===== src/hdl/evad_pkg.sv =====
package evad_pkg;

  // Detector states as they appear on the vad_state port.
  typedef enum logic [1:0] {
    VAD_SILENCE = 2'd0,
    VAD_SPEECH  = 2'd1,
    VAD_HANG    = 2'd2
  } vad_state_t;

  // Event codes as they appear on the event_code port.
  typedef enum logic [1:0] {
    EV_NONE  = 2'd0,
    EV_START = 2'd1,
    EV_END   = 2'd2
  } event_code_t;

  // Sequencer of the top level.
  typedef enum logic [3:0] {
    S_IDLE,
    S_ACC,
    S_ROOT,
    S_NF_MUL,
    S_NF_ADD,
    S_NF_CLAMP,
    S_THR_MUL,
    S_THR_CLAMP,
    S_CMP,
    S_DECIDE
  } ctrl_state_t;

  // Phases of the shared shift-subtract unit.
  typedef enum logic [1:0] {
    DS_IDLE,
    DS_DIV,
    DS_SQRT
  } ds_phase_t;

  // Configuration register indexes.
  typedef enum logic [2:0] {
    REG_START_THR  = 3'd0,
    REG_ADAPT_EN   = 3'd1,
    REG_HYST_RATIO = 3'd2,
    REG_DEBOUNCE   = 3'd3,
    REG_MIN_TALK   = 3'd4,
    REG_END_SIL    = 3'd5,
    REG_HANGOVER   = 3'd6,
    REG_PAUSE_TOL  = 3'd7
  } cfg_reg_t;

  localparam int SAMPLE_W = 16;
  localparam int LEVEL_W  = 16;
  localparam int ROOT_W   = 16;
  localparam int RAD_W    = 2 * ROOT_W;
  localparam int CNT_W    = 25;
  localparam int LIMIT_W  = 24;
  localparam int CFG_W    = 24;
  localparam int NF_W     = 32;
  localparam int PROD_W   = 49;

  localparam logic [CNT_W-1:0] CNT_MAX = {CNT_W{1'b1}};
  localparam logic [15:0] ALPHA_Q16 = 16'd655;
  localparam logic [15:0] KEEP_Q16  = 16'd64881;

  localparam logic [15:0]     RST_START_THR  = 16'd655;
  localparam logic [8:0]      RST_HYST_RATIO = 9'd179;
  localparam logic [3:0]      RST_DEBOUNCE   = 4'd2;
  localparam logic [23:0]     RST_MIN_TALK   = 24'd4800;
  localparam logic [23:0]     RST_END_SIL    = 24'd12800;
  localparam logic [23:0]     RST_HANGOVER   = 24'd3200;
  localparam logic [23:0]     RST_PAUSE_TOL  = 24'd8000;
  localparam logic [NF_W-1:0] RST_NOISE      = 32'd655 << 16;

endpackage


===== src/hdl/evad_divsqrt.sv =====
module evad_divsqrt
  import evad_pkg::*;
#(
  parameter int SUM_W = 43,
  parameter int N_W   = 13
) (
  input  logic              clk,
  input  logic              rst,
  input  logic              start,
  input  logic [SUM_W-1:0]  dividend,
  input  logic [N_W-1:0]    divisor,
  output logic              done,
  output logic [ROOT_W-1:0] root
);

  localparam int R_W    = (N_W + 2 > RAD_W / 2 + 3) ? N_W + 2 : RAD_W / 2 + 3;
  localparam int STEP_W = $clog2(SUM_W + 1);

  ds_phase_t          phase;
  logic [STEP_W-1:0]  cnt;
  logic [SUM_W-1:0]   work;
  logic [N_W-1:0]     dvs;
  logic [R_W-1:0]     rem;
  logic [RAD_W-1:0]   rad;
  logic [R_W-1:0]     rem_sh;
  logic [R_W-1:0]     trial;
  logic [R_W-1:0]     diff;
  logic               ge;

  // Operand select for the one shared compare-and-subtract.
  always_comb begin
    rem_sh = '0;
    trial  = '0;
    unique case (phase)
      DS_DIV: begin
        rem_sh = {rem[R_W-2:0], work[SUM_W-1]};
        trial  = R_W'(dvs);
      end
      DS_SQRT: begin
        rem_sh = {rem[R_W-3:0], rad[RAD_W-1:RAD_W-2]};
        trial  = R_W'({root, 2'b01});
      end
      default: begin
        rem_sh = '0;
        trial  = '0;
      end
    endcase
    ge   = rem_sh >= trial;
    diff = rem_sh - trial;
  end

  // Control of the phases.
  always_ff @(posedge clk) begin
    if (rst) begin
      phase <= DS_IDLE;
      cnt   <= '0;
      done  <= 1'b0;
    end else begin
      done <= 1'b0;
      unique case (phase)
        DS_IDLE: begin
          if (start) begin
            phase <= DS_DIV;
            cnt   <= '0;
          end
        end
        DS_DIV: begin
          if (cnt == STEP_W'(SUM_W - 1)) begin
            phase <= DS_SQRT;
            cnt   <= '0;
          end else begin
            cnt <= cnt + 1'b1;
          end
        end
        DS_SQRT: begin
          if (cnt == STEP_W'(ROOT_W - 1)) begin
            phase <= DS_IDLE;
            done  <= 1'b1;
          end else begin
            cnt <= cnt + 1'b1;
          end
        end
        default: phase <= DS_IDLE;
      endcase
    end
  end

  // Datapath: one quotient bit or one root bit per cycle.
  always_ff @(posedge clk) begin
    case (phase)
      DS_IDLE: begin
        if (start) begin
          work <= dividend;
          dvs  <= divisor;
          rem  <= '0;
        end
      end
      DS_DIV: begin
        work <= {work[SUM_W-2:0], ge};
        if (cnt == STEP_W'(SUM_W - 1)) begin
          rad  <= RAD_W'({work[SUM_W-2:0], ge});
          rem  <= '0;
          root <= '0;
        end else begin
          rem <= ge ? diff : rem_sh;
        end
      end
      DS_SQRT: begin
        rem  <= ge ? diff : rem_sh;
        root <= {root[ROOT_W-2:0], ge};
        rad  <= {rad[RAD_W-3:0], 2'b00};
      end
      default: begin
      end
    endcase
  end

endmodule


===== src/hdl/energy_voice_activity_detector.sv =====
// Energy based voice activity detector.
// Input channel (in_valid / in_ready): one signed 16-bit sample per
// transaction; frame_last marks the last sample of a frame. A frame also
// closes by itself when it reaches MAX_FRAME samples.
// Output channel (out_valid / out_ready): one transaction per frame with the
// event, the detector state, the frame RMS, the start threshold used and the
// noise floor, the last three in Q0.15 of full scale.
// Configuration: cfg_write with cfg_index and cfg_data writes one register
// in the cycle it is high; write only while the block is idle.
// Sequence: a sample that does not close a frame is accepted, then
// accumulated. A closing sample also runs the shared shift-subtract
// unit, one quotient bit per cycle for the mean and one root bit per cycle
// for the RMS, then seven sequencer steps for noise floor, threshold and
// decision; the noise floor add and clamp steps are skipped when the noise
// floor is left unchanged.
// The result sits in an output register; the next frame's samples are taken
// while it waits. Only a later frame end stalls, in its decision step, until
// the receiver takes the previous result.
// Reset clears the sums, counters and detector state, reloads the register
// defaults and sets the noise floor to its start value.
module energy_voice_activity_detector
  import evad_pkg::*;
#(
  parameter int MAX_FRAME     = 4096,
  parameter int ADAPT_MULT_Q4 = 48,
  parameter int ADAPT_MIN     = 328,
  parameter int ADAPT_MAX     = 3277
) (
  input  logic                 clk,
  input  logic                 rst,
  input  logic                 in_valid,
  output logic                 in_ready,
  input  logic signed [15:0]   sample,
  input  logic                 frame_last,
  output logic                 out_valid,
  input  logic                 out_ready,
  output logic [1:0]           event_code,
  output logic [1:0]           vad_state,
  output logic                 speech_active,
  output logic [15:0]          frame_rms,
  output logic [15:0]          effective_threshold,
  output logic [15:0]          noise_level,
  input  logic                 cfg_write,
  input  logic [2:0]           cfg_index,
  input  logic [CFG_W-1:0]     cfg_data
);

  localparam int N_W   = $clog2(MAX_FRAME + 1);
  localparam int SUM_W = 30 + N_W;
  localparam logic [63:0] NF_LO = (64'(ADAPT_MIN) << 20) / ADAPT_MULT_Q4;
  localparam logic [63:0] NF_HI = (64'(ADAPT_MAX) << 20) / ADAPT_MULT_Q4;
  localparam logic [LEVEL_W-1:0] A_MIN = LEVEL_W'(ADAPT_MIN);
  localparam logic [LEVEL_W-1:0] A_MAX = LEVEL_W'(ADAPT_MAX);

  // Configuration registers.
  logic [15:0]        start_threshold;
  logic               adaptive_enable;
  logic [8:0]         hyst_ratio;
  logic [3:0]         loud_frames_req;
  logic [LIMIT_W-1:0] min_talk_samples;
  logic [LIMIT_W-1:0] end_silence_samples;
  logic [LIMIT_W-1:0] hangover_samples;
  logic [LIMIT_W-1:0] pause_tolerance_samples;

  always_ff @(posedge clk) begin
    if (rst) begin
      start_threshold         <= RST_START_THR;
      adaptive_enable         <= 1'b0;
      hyst_ratio              <= RST_HYST_RATIO;
      loud_frames_req         <= RST_DEBOUNCE;
      min_talk_samples        <= RST_MIN_TALK;
      end_silence_samples     <= RST_END_SIL;
      hangover_samples        <= RST_HANGOVER;
      pause_tolerance_samples <= RST_PAUSE_TOL;
    end else if (cfg_write) begin
      unique case (cfg_reg_t'(cfg_index))
        REG_START_THR:  start_threshold         <= cfg_data[15:0];
        REG_ADAPT_EN:   adaptive_enable         <= cfg_data[0];
        REG_HYST_RATIO: hyst_ratio              <= cfg_data[8:0];
        REG_DEBOUNCE:   loud_frames_req         <= cfg_data[3:0];
        REG_MIN_TALK:   min_talk_samples        <= cfg_data[LIMIT_W-1:0];
        REG_END_SIL:    end_silence_samples     <= cfg_data[LIMIT_W-1:0];
        REG_HANGOVER:   hangover_samples        <= cfg_data[LIMIT_W-1:0];
        REG_PAUSE_TOL:  pause_tolerance_samples <= cfg_data[LIMIT_W-1:0];
        default: begin
        end
      endcase
    end
  end

  ctrl_state_t         state, state_next;
  logic [SAMPLE_W-1:0] raw;
  logic                last;
  logic [SUM_W-1:0]    square_sum;
  logic [N_W-1:0]      frame_count;
  logic [N_W-1:0]      n;
  logic [LEVEL_W-1:0]  rms;
  logic [NF_W-1:0]     floor_est;
  logic [PROD_W-1:0]   prod;
  logic [LEVEL_W-1:0]  thr;
  logic                over_start;
  logic                over_end;
  vad_state_t          dstate;
  logic [3:0]          loud_frame_run;
  logic [CNT_W-1:0]    speech_count, quiet_count, hang_count;

  logic [15:0]         mag;
  logic [31:0]         sq;
  logic [SUM_W-1:0]    sum_next;
  logic [N_W-1:0]      count_next;
  logic                frame_end;
  logic                ds_start, ds_done;
  logic [ROOT_W-1:0]   ds_root;
  logic                can_out;

  // Sample energy and frame end detection.
  always_comb begin
    mag        = raw[15] ? (~raw + 16'd1) : raw;
    sq         = 32'(mag) * 32'(mag);
    sum_next   = square_sum + SUM_W'(sq);
    count_next = frame_count + 1'b1;
    frame_end  = last || (32'(count_next) >= 32'(MAX_FRAME));
  end

  assign in_ready = (state == S_IDLE);
  assign ds_start = (state == S_ACC) && frame_end;
  assign can_out  = !out_valid || out_ready;

  evad_divsqrt #(
    .SUM_W (SUM_W),
    .N_W   (N_W)
  ) u_divsqrt (
    .clk      (clk),
    .rst      (rst),
    .start    (ds_start),
    .dividend (sum_next),
    .divisor  (count_next),
    .done     (ds_done),
    .root     (ds_root)
  );

  // Noise floor and threshold arithmetic.
  logic             nf_cond;
  logic [32:0]      nf_raw;
  logic [63:0]      nf_clamp;
  logic [15:0]      top;
  logic [28:0]      a_raw;
  logic [15:0]      thr_calc;
  logic [24:0]      thr_hyst;

  always_comb begin
    nf_cond  = adaptive_enable && (dstate == VAD_SILENCE) &&
               ({1'b0, rms, 16'b0} < {floor_est, 1'b0});
    nf_raw   = prod[48:16];
    nf_clamp = 64'(nf_raw);
    if (nf_clamp > NF_HI) nf_clamp = NF_HI;
    if (nf_clamp < NF_LO) nf_clamp = NF_LO;
    top      = (start_threshold > A_MAX) ? start_threshold : A_MAX;
    a_raw    = prod[48:20];
    if (a_raw > 29'(top)) thr_calc = top;
    else thr_calc = a_raw[15:0];
    if (29'(thr_calc) < 29'(A_MIN)) thr_calc = A_MIN;
    thr_hyst = 25'(thr) * 25'(hyst_ratio);
  end

  // Detector decision at frame end.
  vad_state_t       ds_n;
  event_code_t      ev;
  logic [3:0]       run_n;
  logic [CNT_W-1:0] sp_n, qt_n, hg_n;
  logic [CNT_W-1:0] n_c;
  logic [CNT_W:0]   sp_add, qt_add, hg_add;
  logic [CNT_W-1:0] sp_sat, qt_sat, hg_sat;
  logic [3:0]       run_inc;

  always_comb begin
    n_c    = CNT_W'(n);
    sp_add = {1'b0, speech_count} + {1'b0, n_c};
    qt_add = {1'b0, quiet_count} + {1'b0, n_c};
    hg_add = {1'b0, hang_count} + {1'b0, n_c};
    sp_sat = (sp_add > {1'b0, CNT_MAX}) ? CNT_MAX : sp_add[CNT_W-1:0];
    qt_sat = (qt_add > {1'b0, CNT_MAX}) ? CNT_MAX : qt_add[CNT_W-1:0];
    hg_sat = (hg_add > {1'b0, CNT_MAX}) ? CNT_MAX : hg_add[CNT_W-1:0];
    run_inc = (loud_frame_run < 4'd15) ? loud_frame_run + 4'd1 : loud_frame_run;
    ds_n  = dstate;
    ev    = EV_NONE;
    run_n = loud_frame_run;
    sp_n  = speech_count;
    qt_n  = quiet_count;
    hg_n  = hang_count;
    unique case (dstate)
      VAD_SILENCE: begin
        if (over_start) begin
          run_n = run_inc;
          if (run_inc >= loud_frames_req) begin
            ds_n  = VAD_SPEECH;
            sp_n  = n_c;
            qt_n  = '0;
            run_n = '0;
            ev    = EV_START;
          end
        end else begin
          run_n = '0;
        end
      end
      VAD_SPEECH: begin
        if (over_end) begin
          sp_n = sp_sat;
          qt_n = '0;
        end else begin
          qt_n = qt_sat;
          if (qt_sat >= CNT_W'(pause_tolerance_samples) &&
              qt_sat >= CNT_W'(end_silence_samples)) begin
            if (speech_count >= CNT_W'(min_talk_samples)) begin
              ds_n = VAD_HANG;
              hg_n = '0;
              ev   = EV_END;
            end else begin
              ds_n = VAD_SILENCE;
              sp_n = '0;
              qt_n = '0;
            end
          end
        end
      end
      VAD_HANG: begin
        hg_n = hg_sat;
        if (over_end) begin
          ds_n = VAD_SPEECH;
          sp_n = sp_sat;
          qt_n = '0;
          hg_n = '0;
        end else if (hg_sat >= CNT_W'(hangover_samples)) begin
          ds_n = VAD_SILENCE;
          sp_n = '0;
          qt_n = '0;
          hg_n = '0;
        end
      end
      default: ds_n = VAD_SILENCE;
    endcase
  end

  // Sequencer next state.
  always_comb begin
    state_next = state;
    unique case (state)
      S_IDLE:      if (in_valid) state_next = S_ACC;
      S_ACC:       state_next = frame_end ? S_ROOT : S_IDLE;
      S_ROOT:      if (ds_done) state_next = S_NF_MUL;
      S_NF_MUL:    state_next = nf_cond ? S_NF_ADD : S_THR_MUL;
      S_NF_ADD:    state_next = S_NF_CLAMP;
      S_NF_CLAMP:  state_next = S_THR_MUL;
      S_THR_MUL:   state_next = S_THR_CLAMP;
      S_THR_CLAMP: state_next = S_CMP;
      S_CMP:       state_next = S_DECIDE;
      S_DECIDE:    if (can_out) state_next = S_IDLE;
      default:     state_next = S_IDLE;
    endcase
  end

  always_ff @(posedge clk) begin
    if (rst) state <= S_IDLE;
    else state <= state_next;
  end

  // Control state: sums, counters, detector and output valid.
  always_ff @(posedge clk) begin
    if (rst) begin
      square_sum     <= '0;
      frame_count    <= '0;
      floor_est      <= RST_NOISE;
      dstate         <= VAD_SILENCE;
      loud_frame_run <= '0;
      speech_count   <= '0;
      quiet_count    <= '0;
      hang_count     <= '0;
      out_valid      <= 1'b0;
    end else begin
      if (state == S_ACC) begin
        square_sum  <= frame_end ? '0 : sum_next;
        frame_count <= frame_end ? '0 : count_next;
      end
      if (state == S_NF_CLAMP) floor_est <= nf_clamp[NF_W-1:0];
      if (state == S_DECIDE && can_out) begin
        dstate         <= ds_n;
        loud_frame_run <= run_n;
        speech_count   <= sp_n;
        quiet_count    <= qt_n;
        hang_count     <= hg_n;
        out_valid      <= 1'b1;
      end else if (out_ready) begin
        out_valid <= 1'b0;
      end
    end
  end

  // Payload registers.
  always_ff @(posedge clk) begin
    if (in_valid && in_ready) begin
      raw  <= sample;
      last <= frame_last;
    end
    if (ds_start) n <= count_next;
    if (ds_done) rms <= ds_root;
    case (state)
      S_NF_MUL:    prod <= PROD_W'(floor_est) * PROD_W'(KEEP_Q16);
      S_NF_ADD:    prod <= prod + PROD_W'({26'(rms) * 26'(ALPHA_Q16), 16'b0});
      S_THR_MUL:   prod <= PROD_W'(floor_est) * PROD_W'(ADAPT_MULT_Q4);
      S_THR_CLAMP: thr  <= adaptive_enable ? thr_calc : start_threshold;
      S_CMP: begin
        over_start <= rms > thr;
        over_end   <= 25'({rms, 8'b0}) > thr_hyst;
      end
      S_DECIDE: begin
        if (can_out) begin
          event_code          <= ev;
          vad_state           <= ds_n;
          speech_active       <= (ds_n != VAD_SILENCE);
          frame_rms           <= rms;
          effective_threshold <= thr;
          noise_level         <= floor_est[NF_W-1:16];
        end
      end
      default: begin
      end
    endcase
  end

endmodule


===== config.mk =====
export PLATFORM = sky130hd
export DESIGN_NAME = energy_voice_activity_detector
export DESIGN_NICKNAME = d
export VERILOG_FILES = /design/src/hdl/evad_pkg.sv /design/src/hdl/evad_divsqrt.sv /design/src/hdl/energy_voice_activity_detector.sv
export SDC_FILE = /design/constraint.sdc
export NUM_CORES = 2
export LEC_CHECK = 0
export BUFFER_PORTS_ARGS = -buffer_cell sky130_fd_sc_hd__buf_2
export CAP_MARGIN = 20
export CORE_ASPECT_RATIO = 0.5
export CORE_UTILIZATION = 43
export DETAILED_ROUTE_END_ITERATION = 8
export GPL_TIMING_DRIVEN = 0
export SETUP_SLACK_MARGIN = 0.3
export SLEW_MARGIN = 15
export SYNTH_ARGS = -nofsm -noshare
export SYNTH_HDL_FRONTEND = slang
export SYNTH_HIERARCHICAL = 1
export SYNTH_SLANG_ARGS = --single-unit

===== constraint.sdc =====
create_clock -name clk -period 11.3 [get_ports clk]
set_clock_uncertainty 0.05 [all_clocks]
set_input_delay 3.39 -clock clk [delete_from_list [all_inputs] [get_ports clk]]
set_output_delay 3.39 -clock clk [all_outputs]
set_load 0.01 [all_outputs]

== After elaboration in Yosys (flattened, before gate mapping) ==
Index checks and enable logic that the tools add are counted.

* Register bits: 597
* Logic and storage cells: 234
* Output and inout bits: 55

* Muxes and demuxes: 79
* Equal/unequal tests: 37
* $lt $le $gt $ge: 19
* $add $sub $neg: 10
* $mul: 5
* Reduce and logical (&&, ||, !) cells: 42
* Bitwise operators: 2

{| class="wikitable"
|+ Operators with widths
! cell !! count
|-
| 25-bit two-way mux || 21
|-
| 25-bit one-hot mux with 3 select lines || 2
|-
| 49-bit one-hot mux with 3 select lines || 1
|-
| 25-bit by 24-bit greater-or-equal comparator with 1-bit output || 4
|-
| 16-bit two-way mux || 6
|-
| 43-bit two-way mux || 2
|-
| 43-bit one-hot mux with 2 select lines || 1
|-
| 25-bit by 13-bit adder with 26-bit output || 3
|-
| 26-bit by 25-bit greater-than comparator with 1-bit output (second input constant) || 3
|-
| 32-bit two-way mux || 2
|-
| 32-bit one-hot mux with 2 select lines || 1
|-
| 18-bit two-way mux || 3
|-
| 18-bit one-hot mux with 3 select lines || 1
|-
| 25-bit one-hot mux with 2 select lines || 1
|-
| 49-bit by 42-bit adder with 49-bit output || 1
|-
| 32-bit by 16-bit multiplier with 48-bit output (second input constant) || 1
|-
| 43-bit by 32-bit adder with 43-bit output || 1
|-
| 4-bit one-hot mux with 10 select lines || 1
|-
| 19-bit one-hot mux with 2 select lines || 1
|-
| 18-bit one-hot mux with 2 select lines || 1
|-
| 32-bit by 2-bit multiplier with 34-bit output (second input constant) || 1
|-
| 33-bit by 27-bit greater-than comparator with 1-bit output (second input constant) || 1
|-
| 32-bit by 33-bit < comparator with 1-bit output || 1
|-
| 33-bit by 23-bit < comparator with 1-bit output (second input constant) || 1
|-
| other kinds (56) || 133
|}

== Longest topological paths before layout ==
* Word-level depth: 9
* Gate-level depth with buffers: 34
* Mapped depth without buffers: 33

== Modules after synthesis ==
Netlist, hierarchy kept.

{| class="wikitable"
|+ Modules (own cells, without submodules)
! module !! area an instance (sq um) !! cells an instance !! instances
|-
| energy_voice_activity_detector || 50267.0 || 5618 || 1
|-
| evad_divsqrt || 6810.3 || 516 || 1
|}

== Worst setup path before layout ==
No wires, ideal clock.

* Path type: reg-to-reg
* Start point: reg raw[0]
* End point: reg u_divsqrt.work[40] (data pin)
* Path buffers: 1
* Clock period less this slack: 8236 ps
* Cell stages (with the launch flop): 31
* Path slack: 3064 ps
* Arrival time: 7926 ps
* Path through: edfxtp_1 clkbuf_1 clkinv_1 ha_1 inv_1 o21a_1 xor2_1 clkinv_1 nor2_1 fa_1 fa_1 inv_1 fa_1 inv_1 fa_1 fa_1 inv_1 fa_1 inv_1 ha_1 and3_1 a22oi_1 nand2b_1 a21oi_1 a211oi_1 o31a_1 o21ai_0 nand2_1 and3_1 xor2_1 mux2_2

* Longest elaborated chain between the ends: 7

{| class="wikitable"
|+ Ends and longest elaborated chain
! what !! RTL line !! text
|-
| start, declared || energy_voice_activity_detector.sv:92 || <nowiki>logic [SAMPLE_W-1:0] raw;</nowiki>
|-
| start signal, assigned || energy_voice_activity_detector.sv:301 || <nowiki>raw <= sample;</nowiki>
|-
| 16-bit inverter || energy_voice_activity_detector.sv:118 || <nowiki>mag = raw[15] ? (~raw + 16'd1) : raw;</nowiki>
|-
| 16-bit by 1-bit adder with 16-bit output || energy_voice_activity_detector.sv:118 ||
|-
| 16-bit two-way mux * || energy_voice_activity_detector.sv:118 ||
|-
| 16-bit by 16-bit multiplier with 32-bit output * || energy_voice_activity_detector.sv:119 || <nowiki>sq = 32'(mag) * 32'(mag);</nowiki>
|-
| 43-bit by 32-bit adder with 43-bit output * || energy_voice_activity_detector.sv:120 || <nowiki>sum_next = square_sum + SUM_W'(sq);</nowiki>
|-
| named net sum_next[40] || energy_voice_activity_detector.sv:109 || <nowiki>logic [SUM_W-1:0] sum_next;</nowiki>
|-
| 43-bit two-way mux * || evad_divsqrt.sv:92 || <nowiki>if (start) begin</nowiki>
|-
| 43-bit one-hot mux with 2 select lines * || evad_divsqrt.sv:90 || <nowiki>case (phase)</nowiki>
|-
| end signal, assigned || evad_divsqrt.sv:93 || <nowiki>work <= dividend;</nowiki>
|-
| end signal, assigned || evad_divsqrt.sv:99 || <nowiki>work <= {work[SUM_W-2:0], ge};</nowiki>
|-
| end, declared || evad_divsqrt.sv:21 || <nowiki>logic [SUM_W-1:0] work;</nowiki>
|}

The timed path passes the listed nets; every way through them passes the cells marked *. The select of a mux whose other input is x is not followed.
A chain may end at the register's enable or synchronous reset.

== Final worst setup path ==
Same ends and word-level chain as after synthesis.

==> impl_metrics.py <==
metrics = {
    "layout": {
        "utilization_pct": 47.1,
        "layout_commonest_cell": "inv_1",
        "area_growth_pct": 8.53,
        "nNetsFinal": 7631,
        "final_cell_mix": "inv_1 (973), ha_1 (724), nand2_1 (656)",
        "fin_cells": 8135,
        "fillers": 12500,
        "drive_gt1_share_pct": 5.98,
        "antennaDiodeCount": 0,
    },
    "min_path": {
        "hp-class": "flip-flop to flip-flop",
        "hold_path_end": "rms[5]$_DFFE_PP_",
        "worstHoldStart": "u_divsqrt/root[5]$_SDFFCE_PP0P_",
        "holdPathStages": 0,
    },
    "clocking": {
        "postCtsHoldBufs": 0,
        "cts-root-buf": "clkbuf_16",
        "cts_tree": "done",
        "clk_path_buf_depth": 3,
        "postCtsSetupBuffers": 0,
        "clkTransAtPathRegs_ns": 0.08,
        "cts-htree-levels": 2,
        "cts_sinks": 581,
        "cts_made_buffers": 58,
        "clk_latency_ns": 0.66,
    },
    "critical_path": {
        "r2r_setup_slack_ns": 0.83,
        "reg2regPathDepth": 33,
        "cpMostUsedCell": "inv_1",
        "required_ns": 11.65,
        "crit_path_top_delay_cell": "xor2_1",
        "end_kind": "flip-flop",
        "arrival_ns": 10.81,
        "crit_path_start_kind": "flip-flop",
        "r2r_start": "raw[0]$_DFFE_PP_",
        "cpPeakStageDelay_ns": 0.81,
        "path_max_fanout": 10,
        "worstSetupPathType": "flip-flop to flip-flop",
        "r2r-end": "u_divsqrt/work[40]$_DFFE_PP_",
    },
    "synth": {
        "synth_edf_count": 272,
        "yosysWarnings": 6,
        "synthDistinctLibCells": 96,
        "synth.avg_cell_area_um2": 9.31,
        "postSynthCellCount": 6134,
        "ys_seq_elements": 581,
        "ys.flop_type": "dfxtp_1",
        "ys_seq_area_share_pct": 25.1,
        "syn_area_mm2": 0.0571,
        "async_flop_share_pct": 0,
    },
    "timing": {
        "holdWs_ns": 0.386,
        "finalCritPeriodShare_pct": 92.6,
        "tns_ns": 0,
        "worst_pin_slew_ns": 1.09,
        "slew_headroom_pct": 27.1,
        "setup_viol": 0,
        "period_needed_ns": 10.47,
        "drv_slew": 0,
        "hold_violations": 0,
        "fmax_mhz": 95.5,
        "grt_setup_unrepaired": "false",
    },
    "place": {
        "dp_cells": 8025,
        "gp_congestion": 0.932,
        "portBuffers": 100,
        "place_hpwl_mm": 128,
    },
    "power_and_ir_drop": {
        "power.density_mw_per_mm2": 237,
        "leakage_uw": 0.0284,
        "vdd_ir_drop_max_uv": 598,
        "power.total_uw": 14700,
    },
    "outcome": {
        "outcome": "completed",
    },
    "global_route": {
        "grt_max_degree": 57,
        "grt-ovfl-total": 0,
        "grt_pass1_vias": 44900,
        "antenna_found_initial": 3,
        "grt_use_total_pct": 23.7,
        "grt_first_pass_wirelength_mm": 250,
    },
    "floorplanning": {
        "row_count": 94,
        "fp.dieArea_mm2": 0.134,
        "core_mm2": 0.132,
        "die_x_um": 517,
        "start_util_pct": 43.4,
        "die_h_um": 260,
        "io_pins": 104,
    },
    "drt": {
        "routed-via-count": 44400,
        "post-route-drc-count": 0,
        "drt_pass1_iterations": 6,
        "drt-vias-per-instance": 5.46,
        "ant_nets": 0,
        "routed_wl_mm": 159,
        "wl_per_cell_um": 19.5,
        "drt_iter0_drc": 3115,
    },
    "run": {
        "maxCapViolations": 0,
    },
}
## flip-flops by register name (all words and copies together) (netlist names), 18 cells and up
signal                   flops
u_divsqrt/rem               18
hang_count                  25
speech_count                25
prod                        33
floor_est                   32
hangover_samples            24
square_sum                  43
u_divsqrt/rad               32
pause_tolerance_samples     24
u_divsqrt/work              43
min_talk_samples            24
quiet_count                 25
end_silence_samples         24
## cell usage after synthesis (112+ instances only)
cell type	instances	area, um2
fa_1	548	11000
ha_1	724	9060
nand3_1	121	606
xnor2_1	138	1210
a21o_1	112	841
dfxtp_1	309	6190
clkbuf_1	153	574
inv_1	974	3660
edfxtp_1	272	8170
a21oi_1	396	1980
o21ai_0	172	861
nor2_1	318	1190
nand2_1	656	2460
## stage by stage
stage               worst slack (ns)  instance area (um2)
floorplan                       3.06                57100
global placement               0.770                59800
finish                         0.832                61900
global route                   0.315                61900
CTS                            0.590                61900
detailed placement             0.663                60000
## final cells by class
type	count	area (um2)	area share, %
tap	1776	2220	3.59
multi-input combinational	4386	38300	61.8
buffer	190	801	1.29
clock inverter	42	437	0.705
inverter	986	3700	5.98
sequential	581	14400	23.2
timing repair buffer	107	607	0.980
clock buffer	67	1520	2.45
## worst max-delay path: cells and delay by family, from the launching register on
family	cells	cell delay (ns)
muxes	1	0.27
buffers and inverters	11	2.18
and+or+nand+nor	5	0.83
xor gates and xnor gates	2	0.97
DFF	1	0.51
AOI/OAI and AO/OA	6	1.73
adders and majority gates	8	3.61
## cell families after synthesis
kind of cell | Yosys count | synth area share, %
flip-flops | 581 | 25.1
AO/OA/AOI/OAI | 1169 | 13.2
adder cells (fa/ha/maj) | 1272 | 35.1
AND/OR/NAND/NOR | 1591 | 13.0
buffers and inverters | 1176 | 7.89
XOR/XNOR | 241 | 3.70
multiplexers | 102 | 1.98
other | 2 | 0.0132
## routing by layer
layer / share of wire, % / track usage [%]
met3: 5.1 / 2.34
met2: 46 / 39.4
met4: 2.8 / 6.23
met1: 46 / 32.9
met5: 0 / 0
## report_power, final
part | total (uW) | internal, uW | switching (uW)
combinational | 9840 | 4310 | 5530
clock | 2070 | 1130 | 934
sequential | 2800 | 2720 | 76.6
## how the worst max path moves through the flow
stage | start | to | slack [ns] | cells past startpoint
after detailed placement | raw[0]$_DFFE_PP_ | u_divsqrt/work[40]$_DFFE_PP_ | 0.66 | 30
final | raw[0]$_DFFE_PP_ | u_divsqrt/work[40]$_DFFE_PP_ | 0.83 | 33
after global routing | raw[0]$_DFFE_PP_ | u_divsqrt/work[40]$_DFFE_PP_ | 0.31 | 33
after global placement | raw[0]$_DFFE_PP_ | u_divsqrt/work[40]$_DFFE_PP_ | 0.77 | 30
after floorplan | raw[0]$_DFFE_PP_ | u_divsqrt/work[40]$_DFFE_PP_ | 3.06 | 30
after CTS | raw[0]$_DFFE_PP_ | u_divsqrt/work[40]$_DFFE_PP_ | 0.59 | 30
## repair_timing
action / CTS / global route
resized for setup: 0 / 3
endpoints found under the hold margin: 0 / 0
setup endpoints to repair: 0 / 8
(Power assumes the default switching activity.)
